**src/qeda_pkg.sv**
```systemverilog
`default_nettype none
// ----------------------------------------------------------------------------
// qeda_pkg: shared types and constants for the edge divergence accumulator
// Command codes, sequencer states, multiplier unit control and the Hamilton
// product term table.
// ----------------------------------------------------------------------------
package qeda_pkg;

	localparam int MAX_VERTICES_DEF = 1024;
	localparam int FRAC_BITS_DEF    = 16;

	// divide-by-six unit: dividend width, quotient bits per step, steps
	localparam int          DIV_W     = 35;
	localparam int          DIV_R     = 7;
	localparam int          DIV_STEPS = DIV_W / DIV_R;
	localparam int          DIV_CW    = 3;
	localparam logic [3:0]  DIV_K     = 4'd6;
	// ceil(2^12 / 6), exact for any partial dividend below 2048
	localparam logic [9:0]  DIV_RECIP = 10'd683;
	localparam int          DIV_RSH   = 12;

	typedef enum logic [1:0] {
		CMD_LOAD = 2'd0,
		CMD_EDGE = 2'd1,
		CMD_READ = 2'd2,
		CMD_NOP  = 2'd3
	} cmd_t;

	// the six quaternion products of one edge, in issue order
	typedef enum logic [2:0] {
		PROD_T1, PROD_A, PROD_B, PROD_T2, PROD_C, PROD_D
	} prod_t;

	typedef enum logic [3:0] {
		ST_CLR, ST_IDLE, ST_RDB, ST_CAPB, ST_MUL, ST_DRAIN, ST_DIVGO, ST_DIV,
		ST_DMUL, ST_DRAIN2, ST_ACC_RA, ST_ACC_WA, ST_ACC_RB, ST_ACC_WB, ST_RD_DATA
	} state_t;

	typedef struct packed {
		logic       valid;
		logic       first;
		logic       last;
		logic       neg;
		logic       dmode;
		logic [1:0] comp;
	} mac_req_t;

	typedef struct packed {
		logic       valid;
		logic       dmode;
		logic [1:0] comp;
	} mac_rsp_t;

	typedef struct packed {
		logic [1:0] ia;
		logic [1:0] ib;
		logic       neg;
	} term_sel_t;

	// Hamilton product a*b, components (i, j, k, real)
	function automatic term_sel_t ham_sel(input logic [1:0] comp, input logic [1:0] term);
		term_sel_t s;
		unique case ({comp, term})
			4'h0: s = '{2'd3, 2'd0, 1'b0};
			4'h1: s = '{2'd0, 2'd3, 1'b0};
			4'h2: s = '{2'd1, 2'd2, 1'b0};
			4'h3: s = '{2'd2, 2'd1, 1'b1};
			4'h4: s = '{2'd3, 2'd1, 1'b0};
			4'h5: s = '{2'd0, 2'd2, 1'b1};
			4'h6: s = '{2'd1, 2'd3, 1'b0};
			4'h7: s = '{2'd2, 2'd0, 1'b0};
			4'h8: s = '{2'd3, 2'd2, 1'b0};
			4'h9: s = '{2'd0, 2'd1, 1'b0};
			4'hA: s = '{2'd1, 2'd0, 1'b1};
			4'hB: s = '{2'd2, 2'd3, 1'b0};
			4'hC: s = '{2'd3, 2'd3, 1'b0};
			4'hD: s = '{2'd0, 2'd0, 1'b1};
			4'hE: s = '{2'd1, 2'd1, 1'b1};
			4'hF: s = '{2'd2, 2'd2, 1'b1};
		endcase
		return s;
	endfunction

endpackage
`default_nettype wire

```
**src/qeda_mac.sv**
```systemverilog
`default_nettype none
// ----------------------------------------------------------------------------
// qeda_mac: shared multiply, round and accumulate unit
// One 33x33 multiplier, registered, then a rounding adder that either sums
// four terms of a Hamilton product component or yields a halved weight term.
// ----------------------------------------------------------------------------
module qeda_mac import qeda_pkg::*; #(
	parameter int FRAC_BITS = FRAC_BITS_DEF
) (
	input  wire logic                        clk,
	input  wire logic                        arst_n,
	input  wire mac_req_t                    req,
	input  wire logic signed [32:0]          op_a,
	input  wire logic signed [32:0]          op_b,
	output mac_rsp_t                         rsp,
	output logic signed [31:0]               ham,
	output logic signed [65-FRAC_BITS:0]     delta
);

	localparam int PW = 66;
	localparam int TW = PW - FRAC_BITS;
	localparam int SW = TW + 2;
	localparam logic signed [PW-1:0] RND_H = PW'(1) << (FRAC_BITS - 1);
	localparam logic signed [PW-1:0] RND_D = PW'(1) << FRAC_BITS;
	localparam logic signed [SW-1:0] S32_MAXV = SW'(33'sd2147483647);
	localparam logic signed [SW-1:0] S32_MINV = SW'(-33'sd2147483648);

	logic signed [PW-1:0] prod;
	logic signed [PW-1:0] prod_s1;
	mac_req_t             req_s1;
	logic signed [PW-1:0] sh_h, sh_d;
	logic signed [SW-1:0] term, base, sum_nx, sum_q;
	logic signed [31:0]   sat_v;

	assign prod = op_a * op_b;

	always_ff @(posedge clk or negedge arst_n) begin
		if (!arst_n) begin
			req_s1 <= '0;
		end else begin
			req_s1 <= req;
		end
	end

	always_ff @(posedge clk) begin
		prod_s1 <= prod;
	end

	always_comb begin
		sh_h   = (prod_s1 + RND_H) >>> FRAC_BITS;
		sh_d   = (prod_s1 + RND_D) >>> (FRAC_BITS + 1);
		term   = SW'($signed(sh_h[TW-1:0]));
		base   = req_s1.first ? '0 : sum_q;
		sum_nx = req_s1.neg ? base - term : base + term;
		if (sum_nx > S32_MAXV)
			sat_v = 32'sh7fff_ffff;
		else if (sum_nx < S32_MINV)
			sat_v = 32'sh8000_0000;
		else
			sat_v = sum_nx[31:0];
	end

	always_ff @(posedge clk or negedge arst_n) begin
		if (!arst_n) begin
			rsp <= '0;
		end else begin
			rsp.valid <= req_s1.valid & req_s1.last;
			rsp.dmode <= req_s1.dmode;
			rsp.comp  <= req_s1.comp;
		end
	end

	always_ff @(posedge clk) begin
		if (req_s1.valid) begin
			sum_q <= sum_nx;
			ham   <= sat_v;
			delta <= sh_d[TW-1:0];
		end
	end

endmodule
`default_nettype wire

```
**config.mk**
```make
export PLATFORM = sky130hd
export DESIGN_NAME = qeda_mac
export DESIGN_NICKNAME = d
export VERILOG_FILES = /design/src/qeda_pkg.sv /design/src/qeda_mac.sv
export SDC_FILE = /design/constraint.sdc
export NUM_CORES = 2
export LEC_CHECK = 0
export ABC_AREA = 1
export BUFFER_PORTS_ARGS = -buffer_cell sky130_fd_sc_hd__buf_2
export CAP_MARGIN = 20
export CORE_MARGIN = 5
export CORE_UTILIZATION = 45
export DETAILED_ROUTE_END_ITERATION = 8
export GPL_TIMING_DRIVEN = 0
export PLACE_DENSITY = 0.74
export SYNTH_ARGS = -nofsm -noshare
export SYNTH_HDL_FRONTEND = slang
export SYNTH_SLANG_ARGS = --single-unit
```
**constraint.sdc**
```tcl
create_clock -name clk -period 4 [get_ports clk]
set_input_delay 0.8 -clock clk [delete_from_list [all_inputs] [get_ports clk]]
set_output_delay 0.8 -clock clk [all_outputs]
set_load 0.01 [all_outputs]
```
==> impl_metrics.py <==
metrics = {
    "die": {
        "fp-row-count": 127,
        "fp.dieH_um": 358,
        "coreArea_um2": 120000,
        "start_util": 0.454,
        "die_area_um2": 128000,
        "die-width_um": 358,
        "ioPinCount": 161,
    },
    "yosys": {
        "async_reset_ff_frac": 0.0564,
        "synth_ff_type": "edfxtp_1",
        "syn-instance-count": 7092,
        "synth_top_area_cell": "fa_1",
        "ys_types": 48,
        "yosysSeqAreaShare": 0.0971,
        "ys_warn_count": 0,
        "synthTopCellsByArea": "fa_1 (42%), inv_1 (15%), nand2_1 (13%), edfxtp_1 (7.3%), ha_1 (6.1%)",
        "synth_edf_count": 133,
        "syn_nets": 8578,
        "synth_area_um2": 54500,
        "synth_top_area_share": 0.421,
        "synth_seq_cells": 195,
        "synth_area_per_cell_um2": 7.69,
    },
    "global_route": {
        "overflow": 0,
        "grt_pass1_vias": 51800,
        "grt_pass1_wl_mm": 328,
        "grt_max_degree": 58,
        "antenna_found_initial": 14,
        "grt_usage": 0.354,
    },
    "flow_run": {
        "drv_cap": 0,
    },
    "final_layout": {
        "final_cell_mix": "inv_1 (1964), nand2_1 (1740), fa_1 (1067)",
        "final_net_count": 9006,
        "syn_to_final_growth_pct": 24.4,
        "final_area_um2": 67800,
        "fillCellCount": 10600,
        "final_common_cell": "inv_1",
        "finalNonFillerCells": 9152,
        "drive_above_1_share": 0.209,
    },
    "hold_path": {
        "hp-class": "input port to async pin",
    },
    "timing": {
        "hold_viol": 0,
        "min_period_over_period": 1.85,
        "fmax_ghz": 0.135,
        "worst_slack_ns": -3.41,
        "whs_ns": 0.175,
        "rsz0062_at_grt": "true",
        "finClkSkew_ns": 0.0153,
        "fin_setup_tns_ns": -209.29,
        "setup_viol": 114,
        "worst_pin_slew_ns": 0.960,
        "period_minus_slack_ns": 7.41,
        "max_slew_margin": 0.359,
        "maxSlewViolCount": 0,
    },
    "clock_tree": {
        "cts_max_level": 4,
        "cts.sinks": 195,
        "cts_tree": "built",
        "clock_latency_ns": 0.48,
        "clockRootBuffer": "clkbuf_16",
        "clockBufferDepth": 2,
        "clk_pin_slew_ns": 0.08,
        "ctsHoldBuffers": 0,
        "cts_buffers": 17,
    },
    "critical_path": {
        "start_kind": "input port",
        "critical_path.max_fanout": 6,
        "r2r_slack_ns": -1.48,
        "crit_type": "input port to register",
        "required_ns": 4.33,
        "worstPathArrival_ns": 7.74,
        "max_stage_delay_ns": 0.63,
        "end_kind": "register",
        "r2r_cells": 30,
        "path_common_cell": "inv_1",
        "critPathSlowestCell": "fa_1",
    },
    "routing": {
        "firstDrtPassIters": 6,
        "vias": 49800,
        "viasPerCell": 5.44,
        "wire_per_inst_um": 25.1,
        "drt_iter0_markers": 5043,
        "wl_mm": 230,
        "drc": 0,
        "antenna_left": 0,
    },
    "placement": {
        "place.detailed.instances": 8807,
        "placed_area_um2": 59400,
        "hpwl_mm": 180,
        "portBuffers": 97,
        "gp_congestion": 1.03,
    },
    "status": {
        "violations": "negative setup slack",
        "status": "complete, but fails checks",
    },
}
[worst paths after layout]
path | to | from
max | prod_s1[58] | op_a[29]
min | req_s1[2] | arst_n
max reg2reg | ham[9] | prod_s1[17]
min reg2reg | rsp[0] | req_s1[0]
max in group asynchronous | req_s1[6] | arst_n
min in group clk | rsp[0] | req_s1[0]
[per-stage QoR]
step / utilization / setup WS [ns]
3_5_place_dp: 0.494 / -4.96
2_1_floorplan: - / -3.26
3_3_place_gp: 0.493 / -5.07
6_report: 0.565 / -3.41
5_1_grt: 0.564 / -3.55
4_1_cts: 0.545 / -3.19
[layout make-up]
cell class                 count  area [um2]  area share
multi-input combinational   4502       44000       0.649
inverter                    2114        7980       0.118
sequential                   195        5330      0.0785
buffer                       281        4370      0.0645
timing repair buffer         409        3490      0.0515
tap                         1612        2020      0.0297
clock buffer                  19         443     0.00653
clock inverter                13         154     0.00227
antenna                        7        17.5    0.000258
[kinds of logic after synthesis]
kind of cell | after synthesis | share of synthesized area
simple gates | 2576 | 0.191
buf+inv | 2395 | 0.166
fa+ha+maj | 1411 | 0.482
compound gates | 316 | 0.0318
xor+xnor | 199 | 0.0321
flops | 195 | 0.0971
[state kept, by name, indices dropped and copies added, names as in the netlist]
signal,cells
ham,32
req_s1,7
delta,49
prod_s1,51
rsp,4
sum_q,52
[metal layers]
| metal | track usage | vias up | routed length, um |
|---|---|---|---|
| met5 | 0.00415 | - | 152 |
| met4 | 0.240 | 10 | 21700 |
| met3 | 0.113 | 1082 | 28300 |
| met2 | 0.563 | 3296 | 102000 |
| met1 | 0.410 | 24400 | 77900 |
| li1 | - | 21000 | - |
[Yosys cell counts (61+ instances only)]
| cell type | n |
|---|---|
| clkbuf_1 | 269 |
| nor2_1 | 391 |
| nand2_1 | 1852 |
| edfxtp_1 | 133 |
| xor2_1 | 136 |
| o21ai_0 | 85 |
| nand3_1 | 125 |
| ha_1 | 266 |
| xnor2_1 | 62 |
| nand4_1 | 61 |
| fa_1 | 1145 |
| a21oi_1 | 160 |
| inv_1 | 2107 |
[worst max-delay path: cells and delay by family]
kind            cells  cell delay, ns
compound gates      4            0.91
xor+xnor            1            0.14
fa+ha+maj           9            4.62
buf+inv            11            1.01
simple gates        4            0.28
[repair_timing]
action / in CTS / in global routing
resized for setup: 883 / 397
buffers inserted: 186 / 114
setup endpoints to repair: 116 / 122
pin swaps: 222 / 194
cloned: 7 / 2
Power is not shown: default switching activity piles up to over one toggle a cycle in this logic, so the estimate is an artifact.
