<file path="src/qeda_pkg.sv">
`default_nettype none
// ----------------------------------------------------------------------------
// qeda_pkg: shared types and constants for the edge divergence accumulator
// Command codes, sequencer states, multiplier unit control and the Hamilton
// product term table.
// ----------------------------------------------------------------------------
package qeda_pkg;

	localparam int MAX_VERTICES_DEF = 1024;
	localparam int FRAC_BITS_DEF    = 16;

	// divide-by-six unit: dividend width, quotient bits per step, steps
	localparam int          DIV_W     = 35;
	localparam int          DIV_R     = 7;
	localparam int          DIV_STEPS = DIV_W / DIV_R;
	localparam int          DIV_CW    = 3;
	localparam logic [3:0]  DIV_K     = 4'd6;
	// ceil(2^12 / 6), exact for any partial dividend below 2048
	localparam logic [9:0]  DIV_RECIP = 10'd683;
	localparam int          DIV_RSH   = 12;

	typedef enum logic [1:0] {
		CMD_LOAD = 2'd0,
		CMD_EDGE = 2'd1,
		CMD_READ = 2'd2,
		CMD_NOP  = 2'd3
	} cmd_t;

	// the six quaternion products of one edge, in issue order
	typedef enum logic [2:0] {
		PROD_T1, PROD_A, PROD_B, PROD_T2, PROD_C, PROD_D
	} prod_t;

	typedef enum logic [3:0] {
		ST_CLR, ST_IDLE, ST_RDB, ST_CAPB, ST_MUL, ST_DRAIN, ST_DIVGO, ST_DIV,
		ST_DMUL, ST_DRAIN2, ST_ACC_RA, ST_ACC_WA, ST_ACC_RB, ST_ACC_WB, ST_RD_DATA
	} state_t;

	typedef struct packed {
		logic       valid;
		logic       first;
		logic       last;
		logic       neg;
		logic       dmode;
		logic [1:0] comp;
	} mac_req_t;

	typedef struct packed {
		logic       valid;
		logic       dmode;
		logic [1:0] comp;
	} mac_rsp_t;

	typedef struct packed {
		logic [1:0] ia;
		logic [1:0] ib;
		logic       neg;
	} term_sel_t;

	// Hamilton product a*b, components (i, j, k, real)
	function automatic term_sel_t ham_sel(input logic [1:0] comp, input logic [1:0] term);
		term_sel_t s;
		unique case ({comp, term})
			4'h0: s = '{2'd3, 2'd0, 1'b0};
			4'h1: s = '{2'd0, 2'd3, 1'b0};
			4'h2: s = '{2'd1, 2'd2, 1'b0};
			4'h3: s = '{2'd2, 2'd1, 1'b1};
			4'h4: s = '{2'd3, 2'd1, 1'b0};
			4'h5: s = '{2'd0, 2'd2, 1'b1};
			4'h6: s = '{2'd1, 2'd3, 1'b0};
			4'h7: s = '{2'd2, 2'd0, 1'b0};
			4'h8: s = '{2'd3, 2'd2, 1'b0};
			4'h9: s = '{2'd0, 2'd1, 1'b0};
			4'hA: s = '{2'd1, 2'd0, 1'b1};
			4'hB: s = '{2'd2, 2'd3, 1'b0};
			4'hC: s = '{2'd3, 2'd3, 1'b0};
			4'hD: s = '{2'd0, 2'd0, 1'b1};
			4'hE: s = '{2'd1, 2'd1, 1'b1};
			4'hF: s = '{2'd2, 2'd2, 1'b1};
		endcase
		return s;
	endfunction

endpackage
`default_nettype wire

</file>
<file path="src/qeda_div6.sv">
`default_nettype none
// ----------------------------------------------------------------------------
// qeda_div6: four-lane divider by six
// Seven quotient bits per lane per cycle; each step divides
// the partial remainder by reciprocal multiplication.
// ----------------------------------------------------------------------------
module qeda_div6 import qeda_pkg::*; (
	input  wire logic              clk,
	input  wire logic              arst_n,
	input  wire logic              start,
	input  wire logic [DIV_W-1:0]  dvd [4],
	output logic                   done,
	output logic [DIV_W-1:0]       quo [4]
);

	localparam int YW  = DIV_R + 3;
	localparam int PRW = YW + 10;

	logic [DIV_CW-1:0] cnt_q;
	logic              done_q;
	logic [DIV_W-1:0]  dvd_q [4];
	logic [2:0]        rem_q [4];

	always_ff @(posedge clk or negedge arst_n) begin
		if (!arst_n) begin
			cnt_q  <= '0;
			done_q <= 1'b0;
		end else begin
			done_q <= (cnt_q == DIV_CW'(1));
			if (start)
				cnt_q <= DIV_CW'(DIV_STEPS);
			else if (cnt_q != '0)
				cnt_q <= cnt_q - DIV_CW'(1);
		end
	end

	for (genvar n = 0; n < 4; n++) begin : g_lane
		logic [YW-1:0]    y;
		logic [PRW-1:0]   pr;
		logic [DIV_R-1:0] qd;
		logic [YW-1:0]    qk;
		// partial dividend stays below 6 * 2^DIV_R
		assign y  = {rem_q[n], dvd_q[n][DIV_W-1 -: DIV_R]};
		assign pr = PRW'(y) * PRW'(DIV_RECIP);
		assign qd = pr[DIV_RSH +: DIV_R];
		assign qk = YW'(qd) * YW'(DIV_K);

		always_ff @(posedge clk) begin
			if (start) begin
				dvd_q[n] <= dvd[n];
				rem_q[n] <= '0;
			end else if (cnt_q != '0) begin
				// quotient digits shift in from the bottom as dividend digits leave
				dvd_q[n] <= {dvd_q[n][DIV_W-DIV_R-1:0], qd};
				rem_q[n] <= 3'(y - qk);
			end
		end

		assign quo[n] = dvd_q[n];
	end

	assign done = done_q;

endmodule
`default_nettype wire

</file>
<file path="config.mk">
export PLATFORM = sky130hd
export DESIGN_NAME = qeda_div6
export DESIGN_NICKNAME = d
export VERILOG_FILES = /design/src/qeda_pkg.sv /design/src/qeda_div6.sv
export SDC_FILE = /design/constraint.sdc
export NUM_CORES = 1
export LEC_CHECK = 0
export ABC_AREA = 1
export BUFFER_PORTS_ARGS = -buffer_cell sky130_fd_sc_hd__buf_2
export CAP_MARGIN = 5
export CORE_UTILIZATION = 30
export DETAILED_ROUTE_END_ITERATION = 10
export PLACE_DENSITY = 0.47
export RECOVER_POWER = 50
export SLEW_MARGIN = 20
export SYNTH_ARGS = -nofsm -noshare
export SYNTH_HDL_FRONTEND = slang
export SYNTH_SLANG_ARGS = --single-unit
</file>
<file path="constraint.sdc">
create_clock -name clk -period 6 [get_ports clk]
set_input_delay 1.2 -clock clk [delete_from_list [all_inputs] [get_ports clk]]
set_output_delay 1.2 -clock clk [all_outputs]
set_load 0.03 [all_outputs]
</file>
==> impl_metrics.json, run 1 <==
{
  "final_nets": 2455,
  "fin_area_mm2": 0.0171,
  "synth-seq-area-share_pct": 31.6,
  "r2r_start": "dvd_q[3][30]",
  "path_common_cell": "nand2_1",
  "clock-root-buffer": "clkbuf_16",
  "diodes": 0,
  "place_area_mm2": 0.0167,
  "dieArea_mm2": 0.0501,
  "clk_latency_ns": 0.48,
  "worstSetupEndpointType": "flip-flop",
  "final-seq-area_mm2": 0.00466,
  "worst_ep_required_time_ns": 6.15,
  "crit_buf_inv": 4,
  "maxCapViolCount": 3,
  "gp_congestion": 0.838,
  "clk_path_buf_depth": 2,
  "violations": "max-capacitance violations, max-slew violations",
  "gr-usage-all-layers_pct": 17.1,
  "area_growth_pct": 15.8,
  "worst_pin_slew_ns": 3.85,
  "rsz0062_at_grt": "false",
  "cts.sinks": 156,
  "critical_path.top_delay_family": "adder cells",
  "grt.overflow.total": 0,
  "clk_pin_slew_worst_paths_ns": 0.07,
  "holdPathStages": 1,
  "worst_path_max_delay_cell": "fa_1",
  "status": "finished, violations left",
  "critPathLaunchType": "flip-flop",
  "cts_setup_buffers": 0,
  "ioPinCount": 284,
  "antenna_found_initial": 2,
  "drive_gt1_share_pct": 11.9,
  "multi_input_area_mm2": 0.00858,
  "path_max_fanout": 5,
  "via_count": 11800,
  "synth_area_mm2": 0.0148,
  "cp_cell_sequence": "ha_1, inv_1, fa_1, fa_1, fa_1, inv_1, ha_1, ha_1, nand2_1, inv_2, a21oi_2, nand3_2, nand2_1, nand2_1, ha_1, xnor2_1, inv_1, nand3_1, nand2_1, nand2_1, a21oi_2",
  "min-delay-start": "cnt_q[2]",
  "timing.rr.end": "rem_q[1][5]",
  "slew_headroom_pct": -157,
  "fin_util_pct": 35.5,
  "cts_tree": "done",
  "die_h_um": 224,
  "hold-path-endpoint": "done",
  "row_count": 80,
  "critPathKind": "reg -> reg",
  "reg2reg_depth": 21,
  "ctsHoldBuffers": 0,
  "grt_pass1_vias": 12100,
  "drc": 0,
  "finalSetupViolCount": 0,
  "final_hold_viol_count": 0,
  "finalCritPeriodShare_pct": 83.2,
  "detail-route-antenna-nets": 0,
  "postSynthAreaPerCell_um2": 8.47,
  "cts_resized": 0,
  "via_per_inst": 4.44,
  "setup_tns_ns": 0,
  "fill_cells": 5074,
  "syn_inst": 1741,
  "max_freq_mhz": 200,
  "cp.arrival_ns": 5.14,
  "fp.dieW_um": 224,
  "drt-initial-drc-count": 614,
  "start_util_pct": 30.6,
  "worst_hold_path_type": "reg -> reg",
  "htree_levels": 4,
  "drt-pass1-iter-count": 5,
  "yosys_warnings": 0,
  "cts_made_buffers": 17,
  "startpoint": "dvd_q[3][30]",
  "routedWlPerCell_um": 15.6,
  "synth-seq-cells": 156,
  "core_area_mm2": 0.0481,
  "syn-num-nets": 2207,
  "hpwlAfterDp_um": 34000,
  "io_buffers": 283,
  "r2r_slack_ns": 1.01,
  "yosys.cell_types.count": 33,
  "grt_start_max_net_pins": 92,
  "crit_path_max_incr_delay_ns": 0.55,
  "min_period_ns": 4.99,
  "finalWirelength_um": 41400,
  "drv_slew": 175,
  "skew_ns": 0.0128,
  "grt_first_pass_wirelength_um": 65400
}
registers in the layout (all words and copies together) (netlist names):
name,cells
done,1
cnt_q,3
rem_q,12
dvd_q,140
cells in the final DEF (no fill, tap or decap), drive strengths merged, types with 3 or more instances in the layout:
cell    instances
nand3          56
a21oi          57
edfxtp        152
nor3            6
xor2            8
nor2           77
nand2         610
nand4           8
xnor2          18
ha            239
a21o            4
o21ai          31
fa             84
dfrtp           4
nand3b          5
clkbuf        143
buf           163
a31oi           7
a211oi          3
clkinv          7
inv           311
metal layers:
metal | vias to the layer above | wire (um) | global-route usage (%)
li1 | 5989 | - | -
met1 | 5497 | 19500 | 22.8
met2 | 252 | 19400 | 27.5
met3 | 50 | 1680 | 3.45
met4 | 4 | 796 | 5.86
met5 | - | 24 | 0
worst register-to-register path: cells and delay by family, from the launching register on:
| kind | cells | cell delay (ns) |
|---|---|---|
| buffers and inverters | 4 | 0.23 |
| adders and majority gates | 7 | 2.73 |
| xor gates and xnor gates | 1 | 0.24 |
| and+or+nand+nor | 7 | 0.68 |
| AOI/OAI and AO/OA | 2 | 0.26 |
| DFF | 1 | 0.51 |
synthesized netlist by cell type, drive strengths merged:
library cell,n,share of area (%)
a211oi,3,0.15
a21boi,1,0.051
a21o,4,0.20
a21oi,57,2.1
a31oi,7,0.30
buf,49,2.1
clkbuf,11,0.28
clkinv,1,0.025
dfrtp,4,0.68
edfxtp,152,31
fa,84,11
ha,239,20
inv,305,7.8
nand2,610,16
nand3,56,2.3
nand3b,5,0.25
nand4,8,0.34
nor2,77,2.0
nor3,6,0.20
nor4,1,0.042
o21ai,31,1.1
o21bai,2,0.10
o22ai,1,0.042
or2,1,0.042
xnor2,18,1.1
xor2,8,0.48
worst max path at each step:
stage	to	slack (ns)	cells past startpoint
finish	rem_q[1][5]	1.01	21
global route	dvd_q[0][13]	0.65	7
CTS	rem_q[1][5]	1.06	21
detailed placement	rem_q[1][5]	1.08	21
global placement	rem_q[1][5]	1.15	25
floorplan	dvd_q[0][0]	1.30	2
through the flow:
step	instances	hold WS, ns	worst slack [ns]
final	2658	0.487	1.01
after floorplan	1741	0.441	1.30
after detailed placement	2626	0.472	1.08
after global placement	2626	0.465	1.15
after global routing	2658	0.501	0.647
after CTS	2658	0.456	1.06
kinds of logic (layout without fill, tap and decap cells):
group           count (synthesis)  in the layout  share of synthesized area, %
fa+ha+maj                     323            323                          31.7
compound gates                106            106                          4.01
xor+xnor                       26             26                          1.54
flops                         156            156                          31.6
buf+inv                       366            627                          10.2
simple gates                  764            764                          20.9
layout make-up:
cell class              count  area share, %
repair buffers            289           7.62
inverters                 306           6.74
clock buffers              17           2.49
flip-flops and latches    156           27.3
well taps                 656           4.80
clock inverters            15          0.820
multi-input cells        1219           50.2
Power of run 1 is not shown: default switching activity piles up to over one toggle a cycle in this logic, so the estimate is an artifact.
==> run 2, diff against run 1 <==
PLACE_DENSITY = 0.48   (was 0.47)
clock period = 4.1 ns   (was 6 ns; I/O delays follow)
==> run 2 against run 1 <==
The run ends with max-capacitance violations, max-slew violations, negative setup slack left. Flip-flop and latch count unchanged. Setup slack worse by 1.4 ns. Utilization up 8.3 points. Cell count up 9.4%. Non-clock buffer count up 249. Sequential share of layout area down 5.2 points. Final area up 23%. Via count up 9.3%. Maximum frequency up 12%. Register-to-register slack worse by 1.4 ns. Critical path depth up 4. Clock-buffer cell count unchanged. Critical path type unchanged. Largest cell class unchanged. Highest routed layer is now met4.
==> impl_metrics.json, run 2 (synthesis results as in run 1) <==
{
  "area_growth_pct": 42.8,
  "max_freq_mhz": 224,
  "largest_reg_flops": 140,
  "drt-initial-drc-count": 500,
  "skew_ns": 0.0185,
  "busiest_layer": "met2",
  "grt_start_max_net_pins": 86,
  "top_register": "dvd_q",
  "worst_ep_required_time_ns": 4.33,
  "cts_tree": "done",
  "grt.met1_usage_pct": 24.0,
  "drive_gt1_share_pct": 33.5,
  "cp.arrival_ns": 4.69,
  "gp_congestion": 0.839,
  "diodes": 0,
  "final_hold_viol_count": 0,
  "htree_levels": 4,
  "path_max_fanout": 3,
  "io_buffers": 283,
  "timing.rr.end": "rem_q[1][5]",
  "finalWirelength_um": 45200,
  "via_count": 12900,
  "worst_hold_path_type": "in -> async",
  "gr-usage-all-layers_pct": 18.3,
  "clk_path_buf_depth": 2,
  "row_count": 80,
  "ctsHoldBuffers": 0,
  "worst_pin_slew_ns": 1.78,
  "antenna_found_initial": 0,
  "setup_tns_ns": -3.14,
  "via_per_inst": 4.43,
  "cts_made_buffers": 17,
  "hpwlAfterDp_um": 35900,
  "drv_slew": 86,
  "core_area_mm2": 0.0481,
  "fin_ws_ns": -0.363,
  "drt-pass1-iter-count": 5,
  "worstSetupEndpointType": "flip-flop",
  "critPathKind": "reg -> reg",
  "place_ws_ns": -0.474,
  "violations": "max-capacitance violations, max-slew violations, negative setup slack",
  "clock-root-buffer": "clkbuf_16",
  "status": "finished, violations left",
  "grt_pass1_vias": 13300,
  "grt_first_pass_wirelength_um": 70600,
  "dieArea_mm2": 0.0501,
  "final_common_cell": "nand2_1",
  "reg2reg_depth": 25,
  "maxCapViolCount": 1,
  "final_cell_mix": "540 x nand2_1, 259 x inv_1, 219 x buf_4",
  "clk_latency_ns": 0.49,
  "fill_cells": 4833,
  "detail-route-antenna-nets": 0,
  "die_h_um": 224,
  "rsz0062_at_grt": "true",
  "start_util_pct": 30.6,
  "finalCritPeriodShare_pct": 109,
  "fp.dieW_um": 224,
  "grt.overflow.total": 0,
  "use_met2_pct": 31.3,
  "r2r_start": "dvd_q[3][32]",
  "drc": 0,
  "critPathLaunchType": "flip-flop",
  "final_nets": 2704,
  "grt.met3_usage_pct": 2.89,
  "routedWlPerCell_um": 15.5,
  "clk_pin_slew_worst_paths_ns": 0.08,
  "ioPinCount": 284,
  "slew_headroom_pct": -18.7,
  "reg_top3": "dvd_q (140), rem_q (12), cnt_q (3)",
  "cts.sinks": 156,
  "finalSetupViolCount": 30,
  "min_period_ns": 4.46,
  "r2r_slack_ns": -0.36
}
==> run 2: timing repair <==
item / 4_1_cts / 5_1_grt
setup endpoints to repair: 32 / 35
gates resized for setup: 216 / 108
buffers inserted: 43 / 28
pin swaps: 99 / 91
hold endpoints to repair: 0 / 0
==> run 2: how the worst max path moves through the flow <==
stage          slack [ns]          from  depth (start not counted)           to
5_1_grt             -0.56  dvd_q[3][32]                         25  rem_q[1][5]
3_3_place_gp        -0.42  dvd_q[3][34]                         21  rem_q[1][5]
6_report            -0.36  dvd_q[3][32]                         25  rem_q[1][5]
4_1_cts             -0.37  dvd_q[3][33]                         25  rem_q[1][5]
3_5_place_dp        -0.47  dvd_q[3][34]                         21  rem_q[1][5]
2_1_floorplan       -0.24  dvd_q[2][33]                         24  rem_q[1][2]
==> run 2: stage by stage <==
step	area, um2	hold slack [ns]	util [%]	cells
CTS	20600	0.0816	42.7	2884
global route	21100	0.170	43.8	2907
floorplan	15100	0.441	-	1741
global placement	18500	0.461	38.4	2811
finish	21100	0.177	43.8	2907
detailed placement	18500	0.465	38.4	2811
==> run 2: area by class of cell <==
cell class / count / area (um2) / share of cell area, %
clock buffer: 17 / 425 / 2.02
clock inverter: 15 / 151 / 0.719
inverter: 306 / 1160 / 5.53
multi-input combinational: 1219 / 10500 / 50.0
sequential: 156 / 4660 / 22.1
tap: 656 / 821 / 3.90
timing repair buffer: 538 / 3310 / 15.7
==> run 2: per-layer routing <==
layer  wire length, um  up-vias
li1                  -     6491
met1             20800     6113
met2             22200      251
met3              1500       31
met4               673        0
met5                 0        -
==> run 2: critical path: stages (launching register included) <==
cell and delay (ns):
edfxtp_1 0.44, buf_4 0.17, ha_4 0.16, ha_4 0.25, inv_2 0.03, fa_1 0.51, inv_2 0.04, fa_1 0.53
inv_2 0.05, fa_1 0.50, inv_2 0.05, ha_4 0.27, nand2_4 0.05, inv_2 0.06, nand2_4 0.06, nor2_4 0.11
nand2_2 0.07, nand4_1 0.12, nand2_2 0.08, ha_4 0.17, xnor2_4 0.18, inv_2 0.05, nand3_2 0.06, nand2_1 0.05
nand2_1 0.08, a21oi_2 0.05
Power of run 2 is left out for the same reason.
==> run 3, diff against run 2 <==
REMOVE_ABC_BUFFERS = 1   (was unset)
==> run 3 against run 2 <==
The flow finishes with violations (negative setup slack). Sequential share of layout area shrank 0.34 points. Wire length rose by 0.56%. Final area rose by 1.6%. Critical endpoint is now rem_q[0][2]. Cell count grew 0.28%. First-iteration DRC count is 0.80% lower. Setup slack better by 0.0072 ns. Global-route usage up 0.16 points. Die area unchanged. Utilization grew 0.68 points. Via count up 0.21%.
==> impl_metrics.json, run 3 (synthesis results as in run 1) <==
{
  "holdWs_ns": 0.139,
  "worst_pin_slew_ns": 0.883,
  "max_freq_mhz": 224,
  "final_hold_viol_count": 0,
  "skew_ns": 0.0176,
  "drive_gt1_share_pct": 40.2,
  "final_common_cell": "nand2_1",
  "maxCapViolCount": 0,
  "dieArea_mm2": 0.0501,
  "fill_cells": 4799,
  "finalWirelength_um": 45400,
  "reg_top3": "dvd_q (140), rem_q (12), cnt_q (3)",
  "critPathKind": "reg -> reg",
  "path_max_fanout": 4,
  "top_layer_used": "met5",
  "clk_pin_slew_worst_paths_ns": 0.07,
  "row_count": 80,
  "multi_input_area_mm2": 0.0106,
  "r2r_start": "dvd_q[0][32]",
  "top_register": "dvd_q",
  "clk_latency_ns": 0.49,
  "crit_buf_inv": 5,
  "antenna_found_initial": 6,
  "drv_slew": 0,
  "detail-route-antenna-nets": 0,
  "fin_util_pct": 44.4,
  "core_area_mm2": 0.0481,
  "gp_congestion": 0.860,
  "finalSetupViolCount": 18,
  "htree_levels": 4,
  "fin_ws_ns": -0.356,
  "via_count": 12900,
  "gr-usage-all-layers_pct": 18.5,
  "critical_path.top_delay_family": "adder cells",
  "worst_hold_path_type": "in -> async",
  "finalCritPeriodShare_pct": 109,
  "cts_made_buffers": 17,
  "die_h_um": 224,
  "status": "finished, violations left",
  "r2r_slack_ns": -0.36,
  "grt_pass1_vias": 13300,
  "path_common_cell": "ha_4",
  "crit_cells": 23,
  "io_buffers": 283,
  "met2_length_um": 21600,
  "final_cells": 2915,
  "grt_start_max_net_pins": 155,
  "ioPinCount": 284,
  "cts.sinks": 156,
  "violations": "negative setup slack",
  "cp.arrival_ns": 4.67,
  "largest_reg_flops": 140,
  "fp.dieW_um": 224,
  "critPathLaunchType": "flip-flop",
  "slew_headroom_pct": 41.2,
  "clk_path_buf_depth": 2,
  "rsz0062_at_grt": "true",
  "drt-initial-drc-count": 496,
  "area_growth_pct": 45.1,
  "dp_cells": 2815,
  "min_period_ns": 4.46,
  "routedWlPerCell_um": 15.6,
  "grt_first_pass_wirelength_um": 70900,
  "cp_cell_sequence": "buf_6, ha_4, fa_1, inv_1, fa_1, fa_1, inv_1, ha_4, ha_4, nand2_2, inv_4, nand2_4, nor2_4, nand2_2, nand4_1, nand2_2, ha_4, xnor2_4, inv_2, nand3_2, nand2_1, nand2_1, a21oi_2",
  "final_cell_mix": "520 x nand2_1, 281 x buf_2, 258 x inv_1",
  "drc": 0,
  "worst_path_max_delay_cell": "fa_1",
  "clock-root-buffer": "clkbuf_16",
  "hpwlAfterDp_um": 34300,
  "drt-pass1-iter-count": 5,
  "reg2reg_depth": 23,
  "cts_tree": "done",
  "via_per_inst": 4.43,
  "wl_met1_um": 20600,
  "worst_ep_required_time_ns": 4.31,
  "timing.rr.end": "rem_q[0][2]",
  "worstSetupEndpointType": "flip-flop",
  "grt.overflow.total": 0,
  "crit_path_max_incr_delay_ns": 0.52,
  "final_nets": 2711,
  "wl_met3_um": 2440,
  "start_util_pct": 30.6,
  "final-seq-area_mm2": 0.00466
}
## run 3: cell types whose count changed in the layout (fill, tap and decap cells not counted), sizes merged
cell      delta
clkbuf     -118
clkinv       +3
buf        +128
inv          -6
bufinv       +3
diode        +1
clkinvlp     -3
## run 3: worst max path at each step
stage	start	end	slack (ns)
floorplan	start	dvd_q[1][4]	-3.14
global placement	dvd_q[2][32]	rem_q[1][2]	-0.54
finish	dvd_q[0][32]	rem_q[0][2]	-0.36
CTS	dvd_q[2][32]	rem_q[1][2]	-0.35
detailed placement	dvd_q[2][32]	rem_q[1][2]	-0.59
global route	dvd_q[3][32]	rem_q[1][5]	-0.53
## run 3: worst register-to-register path: stages (launching register included)
cell	delay [ns]
edfxtp_1	0.46
buf_6	0.16
ha_4	0.23
fa_1	0.52
inv_1	0.06
fa_1	0.45
fa_1	0.49
inv_1	0.06
ha_4	0.22
ha_4	0.28
nand2_2	0.07
inv_4	0.09
nand2_4	0.08
nor2_4	0.10
nand2_2	0.08
nand4_1	0.13
nand2_2	0.09
ha_4	0.18
xnor2_4	0.16
inv_2	0.05
nand3_2	0.06
nand2_1	0.05
nand2_1	0.07
a21oi_2	0.05
## run 3: layout make-up
| type | count | area share (%) |
|---|---|---|
| clock inverters | 12 | 0.778 |
| clock buffers | 20 | 2.04 |
| well taps | 656 | 3.84 |
| flip-flops and latches | 156 | 21.8 |
| diodes | 1 | 0.0117 |
| inverters | 306 | 5.48 |
| repair buffers | 545 | 16.7 |
| multi-input cells | 1219 | 49.3 |
## run 3: through the flow
stage	TNS [ns]	worst slack, ns	cell area, um2
3_5_place_dp	-9.58	-0.591	18100
6_report	-2.20	-0.356	21400
5_1_grt	-6.91	-0.526	21400
2_1_floorplan	-435.97	-3.14	14400
3_3_place_gp	-8.43	-0.536	18100
4_1_cts	-2.55	-0.352	20800
## run 3: repair_timing
item	4_1_cts	5_1_grt
hold endpoints to repair	0	0
buffers inserted	67	23
pin swaps	152	116
hold buffers	0	0
endpoints found under the setup margin	35	36
gates resized for setup	261	151
## run 3: layer usage
metal	global-route usage [%]	up-vias
met1	23.3	6039
met2	31.3	325
met3	4.26	45
li1	-	6496
met4	5.77	8
met5	0	-
Power of run 3 is left out for the same reason.
